--- src/rtl/chfl_pkg.sv ---
`timescale 1ns / 1ps
// Shared types, constants and helpers of the capture history likelihood block.
package chfl_pkg;

  localparam int TABLE_DEPTH = 1024;
  localparam int ADDR_W      = (TABLE_DEPTH > 1) ? $clog2(TABLE_DEPTH) : 1;
  localparam int IDX_W       = 10;
  localparam int PROB_W      = 32;
  localparam int NLL_W       = 63;
  localparam int MAG_W       = 38;
  localparam int CNT_W       = 16;
  localparam int SHIFT_W     = 5;

  localparam logic [PROB_W-1:0] ONE_Q31 = 32'h8000_0000;
  localparam logic [31:0]       LN2_Q32 = 32'd2977044472;
  localparam logic [NLL_W-1:0]  NLL_MAX = {NLL_W{1'b1}};
  localparam logic [63:0]       LOG_MIN = 64'h8000_0000_0000_0000;

  typedef enum logic [1:0] {
    KIND_LOAD_SURV = 2'd0,
    KIND_LOAD_DET  = 2'd1,
    KIND_OCCASION  = 2'd2,
    KIND_CLEAR     = 2'd3
  } kind_t;

  typedef enum logic [3:0] {
    OP_NONE,
    OP_LOAD,
    OP_CLEAR,
    OP_START,
    OP_MUL_D,
    OP_MUL_A,
    OP_MUL_P,
    OP_SUM,
    OP_NORM,
    OP_LOG,
    OP_MAG_LO,
    OP_MAG_HI,
    OP_HLS,
    OP_NLL,
    OP_EMIT
  } dp_op_t;

  typedef enum logic [3:0] {
    ST_IDLE,
    ST_MUL_D,
    ST_MUL_A,
    ST_MUL_P,
    ST_SUM,
    ST_NORM,
    ST_LOG,
    ST_MAG_LO,
    ST_MAG_HI,
    ST_HLS,
    ST_NLL,
    ST_EMIT
  } ctrl_state_t;

  typedef struct packed {
    dp_op_t op;
  } dp_cmd_t;

  typedef struct packed {
    logic u_zero;
    logic m_top;
    logic last;
    logic out_free;
  } dp_status_t;

  // Index within the table depth
  function automatic logic in_range(input logic [IDX_W-1:0] idx);
    return 32'(idx) < 32'(TABLE_DEPTH);
  endfunction

  function automatic logic [ADDR_W-1:0] to_addr(input logic [IDX_W-1:0] idx);
    logic [ADDR_W+IDX_W-1:0] ext;
    ext = (ADDR_W + IDX_W)'(idx);
    return ext[ADDR_W-1:0];
  endfunction

endpackage

--- src/rtl/chfl_ctrl.sv ---
`timescale 1ns / 1ps
// Sequencer of the occasion update: multiplies, normalise, log/divide loop, result.
module chfl_ctrl
  import chfl_pkg::*;
(
  input  logic       clk,
  input  logic       rst,
  input  logic       in_valid,
  input  kind_t      in_kind,
  output logic       in_ready,
  input  dp_status_t status,
  output dp_cmd_t    cmd
);

  ctrl_state_t state, state_next;
  logic [SHIFT_W-1:0] cnt, cnt_next;

  always_ff @(posedge clk) begin
    if (rst) begin
      state <= ST_IDLE;
      cnt   <= '0;
    end else begin
      state <= state_next;
      cnt   <= cnt_next;
    end
  end

  always_comb begin
    state_next = state;
    cnt_next   = cnt;
    in_ready   = 1'b0;
    cmd.op     = OP_NONE;
    unique case (state)
      ST_IDLE: begin
        in_ready = 1'b1;
        if (in_valid) begin
          unique case (in_kind)
            KIND_LOAD_SURV, KIND_LOAD_DET: cmd.op = OP_LOAD;
            KIND_CLEAR: cmd.op = OP_CLEAR;
            KIND_OCCASION: begin
              cmd.op     = OP_START;
              state_next = ST_MUL_D;
            end
            default: cmd.op = OP_NONE;
          endcase
        end
      end
      ST_MUL_D: begin
        cmd.op     = OP_MUL_D;
        state_next = ST_MUL_A;
      end
      ST_MUL_A: begin
        cmd.op     = OP_MUL_A;
        state_next = ST_MUL_P;
      end
      ST_MUL_P: begin
        cmd.op     = OP_MUL_P;
        state_next = ST_SUM;
      end
      ST_SUM: begin
        cmd.op = OP_SUM;
        if (status.u_zero) begin
          state_next = status.last ? ST_NLL : ST_IDLE;
        end else begin
          state_next = ST_NORM;
        end
      end
      ST_NORM: begin
        if (status.m_top) begin
          cnt_next   = '0;
          state_next = ST_LOG;
        end else begin
          cmd.op = OP_NORM;
        end
      end
      ST_LOG: begin
        cmd.op   = OP_LOG;
        cnt_next = cnt + 1'b1;
        if (cnt == {SHIFT_W{1'b1}}) begin
          state_next = ST_MAG_LO;
        end
      end
      ST_MAG_LO: begin
        cmd.op     = OP_MAG_LO;
        state_next = ST_MAG_HI;
      end
      ST_MAG_HI: begin
        cmd.op     = OP_MAG_HI;
        state_next = ST_HLS;
      end
      ST_HLS: begin
        cmd.op     = OP_HLS;
        state_next = status.last ? ST_NLL : ST_IDLE;
      end
      ST_NLL: begin
        cmd.op     = OP_NLL;
        state_next = ST_EMIT;
      end
      ST_EMIT: begin
        if (status.out_free) begin
          cmd.op     = OP_EMIT;
          state_next = ST_IDLE;
        end
      end
      default: state_next = ST_IDLE;
    endcase
  end

endmodule

--- config.mk ---
export PLATFORM = sky130hd
export DESIGN_NAME = chfl_ctrl
export DESIGN_NICKNAME = d
export VERILOG_FILES = /design/src/rtl/chfl_pkg.sv /design/src/rtl/chfl_ctrl.sv
export SDC_FILE = /design/constraint.sdc
export NUM_CORES = 1
export LEC_CHECK = 0
export BUFFER_PORTS_ARGS = -buffer_cell sky130_fd_sc_hd__buf_4
export CAP_MARGIN = 10
export CORE_MARGIN = 2
export CORE_UTILIZATION = 52
export CTS_BUF_LIST = sky130_fd_sc_hd__clkbuf_4 sky130_fd_sc_hd__clkbuf_8 sky130_fd_sc_hd__clkbuf_16
export CTS_CLUSTER_DIAMETER = 120
export CTS_CLUSTER_SIZE = 16
export DETAILED_ROUTE_END_ITERATION = 12
export PLACE_DENSITY_LB_ADDON = 0.3
export SYNTH_ARGS = -nofsm -noshare
export SYNTH_HDL_FRONTEND = slang
export SYNTH_SLANG_ARGS = --single-unit
--- constraint.sdc ---
create_clock -name clk -period 1.85 [get_ports clk]
set_input_delay 0.2775 -clock clk [delete_from_list [all_inputs] [get_ports clk]]
set_output_delay 0.2775 -clock clk [all_outputs]
set_load 0.02 [all_outputs]
==> Word-level counts from Yosys, hierarchy flattened <==
Cells that the tools add are included.
Widths: inputs -> output; s select.
{ "word_totals": {"register_bits": 9, "inputBits": 9, "word_cells": 45} }
{ "classes": {"add_sub_neg": 1, "n_eq_ne": 20, "muxes": 16, "reduce_logical": 6} }
{ "ops": {"columns": ["cell", "count"], "rows": [
  ["$pmux 4 s12", 2],
  ["$mux 4", 10],
  ["$eq 4x3->1 const B", 4],
  ["$eq 4x4->1 const B", 4],
  ["$pmux 4 s3", 1],
  ["$pmux 5 s2", 1],
  ["$eq 4x2->1 const B", 2],
  ["$ne 2x2->1 const B", 4],
  ["$add 5x1->5 const B", 1],
  ["$eq 5x5->1 const B", 1],
  ["$mux 5", 1],
  ["$reduce_and 5->1", 1],
  ["$eq 2x2->1 const B", 2],
  ["$eq 4x1->1 const B", 1],
  ["$logic_not 4->1", 1],
  ["$eq 2x1->1 const B", 1],
  ["$logic_not 2->1", 1],
  ["$ne 2x1->1 const B", 1],
  ["$reduce_and 2->1", 1],
  ["$reduce_bool 2->1", 1],
  ["$reduce_or 2->1", 1],
  ["$mux 1", 1]
]} }

==> Longest topological paths before layout <==
Gate-level depths: netlist (run 1).
{ "logic_depth": {"word_depth": 5, "mapped_depth": 7, "depth_no_buf": 7} }

==> Worst setup path before layout (run 1) <==
No wires, ideal clock.
{ "synth_timing": {"path_kind": "register -> output", "from": "register state[2]", "to": "output cmd[0] (netlist bit)", "arrival_ns": 1.375, "required_ns": 1.572, "slack_ns": 0.197, "stages_incl_launch_ff": 5, "cell_sequence": "dfxtp_1 buf_2 buf_2 nor3_1 a221oi_1"} }
{ "synth_lines": {"columns": ["element", "line_no", "source"], "rows": [
  ["start, declared", "chfl_ctrl.sv:15", "ctrl_state_t state, state_next;"],
  ["start signal, assigned", "chfl_ctrl.sv:23", "state <= state_next;"],
  ["end, declared", "chfl_ctrl.sv:12", "output dp_cmd_t cmd"]
]} }

==> results of run 1 <==
[cells by family after synthesis]
family / count (synthesis) / synth area share
simple gates: 44 / 0.343
compound gates: 31 / 0.275
buf+inv: 9 / 0.0733
flops: 9 / 0.258
fa+ha+maj: 2 / 0.0358
mux: 1 / 0.0143
[routing by layer]
metal  routed length, um  vias up  GRT usage  part of all wire
met5                   0        -          0                 0
met4                  35        0      0.150             0.021
met3                 147        8     0.0652             0.087
met2                 721       38      0.365              0.43
met1                 779      367      0.337              0.46
li1                    -      379          -                 -
[cell type report]
| cell class | instances | area [sq um] | area share |
|---|---|---|---|
| Clock buffer | 4 | 30.0 | 0.0355 |
| Inverter | 1 | 3.75 | 0.00444 |
| Multi-Input combinational cell | 78 | 468 | 0.553 |
| Sequential cell | 9 | 183 | 0.216 |
| Tap cell | 15 | 18.8 | 0.0222 |
| Timing Repair Buffer | 19 | 143 | 0.169 |
[path summary, 6_finish.rpt]
path                           end                  start  cells past startpoint
max reg2reg  state[0]$_SDFFE_PP0P_    cnt[0]$_SDFFE_PP0P_                      7
max                         cmd[3]  state[1]$_SDFFE_PP0P_                      4
min reg2reg    cnt[1]$_SDFFE_PP0P_    cnt[1]$_SDFFE_PP0P_                      2
min            cnt[0]$_SDFFE_PP0P_                    rst                      2
[repair_timing]
item	4_1_cts	5_1_grt
setup buffers	0	0
endpoints found under the hold margin	0	0
resized for setup	0	2
endpoints found under the setup margin	0	3
[worst register-to-register path: stages, from the launching register on]
cell and delay [ns]:
dfxtp_1 0.34, ha_1 0.23, and3_1 0.18, ha_1 0.17, nor4b_1 0.24, o21ai_1 0.14
nand3_1 0.11, o32ai_1 0.08
[power groups by stage]
stage,clock network [mW],registers (mW),logic (mW)
6_report,0.178,0.198,0.0697
5_1_grt,0.188,0.198,0.0769
4_1_cts,0.177,0.198,0.0695
3_5_place_dp,0,0.202,0.0689
3_3_place_gp,0,0.202,0.0678
2_1_floorplan,0,0.202,0.0389
[flip-flops by register name, summed over array words and instances, names as in the netlist]
| register | flops |
|---|---|
| cnt | 5 |
| state | 4 |
[through the flow]
step	setup WS [ns]	total power [mW]
after floorplan	0.197	0.241
after global placement	0.328	0.270
after detailed placement	0.279	0.271
after CTS	0.0165	0.444
after global routing	0.0473	0.463
final	0.154	0.446
[synthesized netlist by cell type (2+ instances only)]
cell type / n / area (sq um)
nor2_1: 13 / 48.8
a21oi_1: 9 / 45.0
dfxtp_1: 9 / 180
nand2_1: 7 / 26.3
o21ai_1: 7 / 35.0
buf_2: 5 / 25.0
nor3_1: 5 / 25.0
nor2b_1: 4 / 25.0
o21ai_0: 4 / 20.0
nand3_1: 3 / 15.0
a22oi_1: 2 / 15.0
and2_1: 2 / 12.5
and3_1: 2 / 12.5
ha_1: 2 / 25.0
nor4b_1: 2 / 17.5
==> impl_metrics.yaml, run 1 <==
placement:
  placedCellCount: 122
  numPortBuffers: 13
  dpl.hpwl_um: 1170
  gp_congestion: 0.924
  post_dp_cell_area_sq_um: 813
clock_tree:
  cts_tree: "done"
  cts_inserted_buffers: 3
  cts.sink_count: 9
  root_buffer: "clkbuf_4"
  cts.htree.levels: 1
  insertion_delay_ns: 0.28
  ctsHoldBuffers: 0
  clk_path_buf_depth: 2
  clk_pin_slew_ns: 0.07
grt:
  grt_pass1_vias: 639
  grt_max_degree: 15
  grt_first_pass_wirelength_um: 2730
  antenna_found_initial: 0
  track_usage: 0.254
  overflow: 0
power:
  p_int_mw: 0.327
  p_switching_mw: 0.119
  clockPowerShare: 0.399
  ir_drop_v: 0.000372
  pwr-share-comb: 0.156
  pwr-share-seq: 0.444
  power_density_nw_per_um2: 527
  p_sw_frac: 0.268
  leakage_nw: 0.360
finish:
  fill_cells: 119
  layout.nets: 123
  area_delta_synth_final_pct: 20.9
  final_common_cell: "buf_4"
  stdcell_count: 126
  stdcell_area_sq_um: 846
  final_cell_mix: "buf_4, nor2_1, a21oi_1"
  diodes: 0
  drive_gt1_frac: 0.270
  fin_util: 0.658
sta:
  setup_tns_ns: 0
  max_freq_mhz: 590
  maxSlewHeadroom: 0.807
  clock_skew_ns: 0.0144
  rsz0062_at_grt: "no"
  worst_pin_slew_ns: 0.285
  report.final.slew_viol_count: 0
  timing.final.crit_share: 0.917
  final_hold_viol_count: 0
  finalSetupViolCount: 0
  post-route-min-period_ns: 1.70
  hold_slack_ns: 0.238
logic_synthesis:
  yosysUniqueCellTypes: 35
  synth_edf_count: 0
  synth_cells: 96
  ys_warn_count: 0
  ys.flop_type: "dfxtp_1"
  async_reset_ff_frac: 0
  synth_area_per_cell_sq_um: 7.29
  netlist_area_sq_um: 699
  synth.net_count: 107
  synth_seq_area_share: 0.258
  yosys_register_bits: 9
floorplan:
  start_util: 0.544
  ios: 14
  rows: 13
  fp.dieH_um: 40.7
  die-area_sq_um: 1650
  dieWidth_um: 40.7
  coreArea_sq_um: 1280
setup_path:
  critPathLaunchType: "flop"
  worst_path_dominant_cell_family: "flip-flops"
  cp_slowest_cell: "dfxtp_2"
  reg2reg_slack_ns: 0.24
  cp_max_fo: 14
  crit_type: "reg -> out"
  cp_data_arrival_time_ns: 1.42
  end_kind: "primary output"
  critPathRequiredTime_ns: 1.57
  crit_path_max_incr_delay_ns: 0.47
  crit_path_cell_trace: "nor2b_1 -> a21o_1 -> mux2i_1 -> buf_4"
  crit_buf_inv: 1
drt:
  dr_total_vias: 792
  dr.pass1.iters: 4
  drt-wirelength-per-cell_um: 13.4
  ant_nets: 0
  drc: 0
  drt_iter0_drc: 46
  wl_um: 1680
  vias_per_cell: 6.29
status:
  outcome: "complete, no violations"
hold_path:
  min_path_type: "in -> reg"
run:
  drv_cap: 0
(Power assumes the default switching activity.)
==> run 2, diff against run 1 <==
--- a/config.mk
+++ b/config.mk
@@ -5,10 +5,12 @@
 export SDC_FILE = /design/constraint.sdc
 export NUM_CORES = 1
 export LEC_CHECK = 0
+export ABC_AREA = 1
+export ABC_CLOCK_PERIOD_IN_PS = 1850
 export BUFFER_PORTS_ARGS = -buffer_cell sky130_fd_sc_hd__buf_4
 export CAP_MARGIN = 10
 export CORE_MARGIN = 2
-export CORE_UTILIZATION = 52
+export CORE_UTILIZATION = 51
 export CTS_BUF_LIST = sky130_fd_sc_hd__clkbuf_4 sky130_fd_sc_hd__clkbuf_8 sky130_fd_sc_hd__clkbuf_16
 export CTS_CLUSTER_DIAMETER = 120
 export CTS_CLUSTER_SIZE = 16
==> impl_metrics.yaml, run 2 <==
status:
  outcome: "complete, no violations"
logic_synthesis:
  ys_warn_count: 0
  synth.net_count: 125
  yosys_register_bits: 9
  synth_edf_count: 0
  synth_seq_area_share: 0.266
  synthTopCellsByCount: "nand2_1, inv_1, nand3_1, a21oi_1, nor2_1"
  synth_cells: 114
  yosysUniqueCellTypes: 18
  synth_area_per_cell_sq_um: 5.94
  async_reset_ff_frac: 0
  netlist_area_sq_um: 677
  ys.flop_type: "dfxtp_1"
  synth_area_leaders: "dfxtp_1, nand2_1, inv_1, nand3_1, a21oi_1"
  synth_top_area_share: 0.266
  synth_top_cell_by_area: "dfxtp_1"
  yosysMostFrequentCell: "nand2_1"
clock_tree:
  cts.htree.levels: 1
  clk_pin_slew_ns: 0.06
  cts_inserted_buffers: 3
  insertion_delay_ns: 0.25
  post_cts_buffers: 0
  cts_tree: "done"
  root_buffer: "clkbuf_4"
  cts.sink_count: 9
  post_cts_resized: 0
  clk_path_buf_depth: 2
  ctsHoldBuffers: 0
setup_path:
  cp_max_fo: 5
  worst_path_dominant_cell_family: "flip-flops"
  critPathLaunchType: "flop"
  cp_slowest_cell: "dfxtp_1"
  end_kind: "primary output"
  crit_type: "reg -> out"
  crit_path_cell_trace: "inv_2 -> nor2_4 -> nand3_1 -> o2111ai_1 -> buf_4"
  crit_buf_inv: 2
  crit_path_max_incr_delay_ns: 0.47
  cp_data_arrival_time_ns: 1.43
  critPathRequiredTime_ns: 1.57
placement:
  placedCellCount: 142
  gp_congestion: 0.835
  dpl.hpwl_um: 1230
  dp_slack_ns: 0.411
  numPortBuffers: 13
power:
  ir_drop_v: 0.000400
  power_density_nw_per_um2: 516
  leakage_nw: 0.436
floorplan:
  coreArea_sq_um: 1270
  dieWidth_um: 40.4
  die-area_sq_um: 1630
  rows: 13
  start_util: 0.534
  fp.dieH_um: 40.4
  ios: 14
sta:
  rsz0062_at_grt: "no"
  setup_ws_ns: 0.144
  post-route-min-period_ns: 1.71
  worst_pin_slew_ns: 0.437
  report.final.slew_viol_count: 0
  setup_tns_ns: 0
  final_hold_viol_count: 0
  clock_skew_ns: 0.00530
  max_freq_mhz: 586
  timing.final.crit_share: 0.922
  maxSlewHeadroom: 0.708
  finalSetupViolCount: 0
finish:
  area_delta_synth_final_pct: 22.9
  fill_cells: 126
  largest_register_ffs: 5
  stdcell_count: 146
  diodes: 0
  fin_util: 0.656
  multiInputGateArea_sq_um: 423
  final_cell_mix: "nand2_1, inv_1, buf_4"
  register_area_sq_um: 180
  drive_gt1_frac: 0.198
  reg.largest.list: "cnt x5, state x4"
  layout.nets: 143
  max_flop_register: "cnt"
  final_common_cell: "nand2_1"
drt:
  dr.pass1.iters: 4
  drt-wirelength-per-cell_um: 9.95
  dr_total_vias: 738
  drc: 0
  drt_iter0_drc: 15
  vias_per_cell: 5.05
  wl_um: 1450
  ant_nets: 0
run:
  drv_cap: 0
grt:
  grt.met3_usage: 0.0500
  overflow: 0
  grtUsageMet1: 0.249
  track_usage: 0.206
  grt_max_degree: 9
  grt.busiest_layer: "met2"
  grt_pass1_vias: 582
  antenna_found_initial: 0
  use_met2: 0.349
  grt_first_pass_wirelength_um: 2250
hold_path:
  min_path_type: "in -> reg"
## run 2: changes by cell type in the layout (fill, tap and decap cells not counted), moves of 3 or more
cell / change
a21oi_1: +3
buf_4: -5
inv_1: +18
nand2_1: +27
nand3_1: +10
nor2_1: -3
nor2b_1: -4
nor3_1: -5
o21ai_1: -6
## run 2: report_power, final
part / switching [mW] / internal (mW) / total, mW
logic: 0.0411 / 0.0320 / 0.0731
clock network: 0.0606 / 0.0972 / 0.158
registers: 0.00265 / 0.196 / 0.199
total: 0.104 / 0.325 / 0.429
## run 2: cells by family (layout without fill, tap and decap cells)
kind of cell	count (synthesis)	after routing	share of synthesized area
buffers and inverters	21	38	0.116
flip-flops	9	9	0.266
AND/OR/NAND/NOR	62	62	0.401
AO/OA/AOI/OAI	20	20	0.179
adder cells (fa/ha/maj)	2	2	0.0370
## run 2: worst paths after layout
check | from | end | slack [ns] | cells after the start
worst max-delay path | state[2]$_SDFFE_PP0P_ | cmd[3] | 0.14 | 5
worst min-delay path | rst | state[0]$_SDFFE_PP0P_ | 0.25 | 2
worst max register to register | cnt[0]$_SDFFE_PP0P_ | state[1]$_SDFFE_PP0P_ | 0.42 | 10
worst min register to register | cnt[3]$_SDFFE_PP0P_ | cnt[3]$_SDFFE_PP0P_ | 0.47 | 2
## run 2: area by class of cell
type | count | area share
Sequential cell | 9 | 0.217
Clock buffer | 4 | 0.0361
Inverter | 20 | 0.0902
Multi-Input combinational cell | 84 | 0.508
Timing Repair Buffer | 14 | 0.126
Tap cell | 15 | 0.0226
## run 2: routing by layer
| layer | vias to the layer above | part of all wire |
|---|---|---|
| met5 | - | 0 |
| met3 | 2 | 0.071 |
| met2 | 22 | 0.49 |
| met1 | 314 | 0.43 |
| met4 | 0 | 0.0048 |
| li1 | 400 | - |
## run 2: per-stage QoR
stage / hold slack [ns] / power (mW) / cell area, sq um
after floorplan: 0.441 / 0.243 / 677
after global placement: 0.453 / 0.274 / 797
after detailed placement: 0.459 / 0.276 / 797
after CTS: 0.241 / 0.439 / 827
after global routing: 0.234 / 0.458 / 832
final: 0.248 / 0.429 / 832
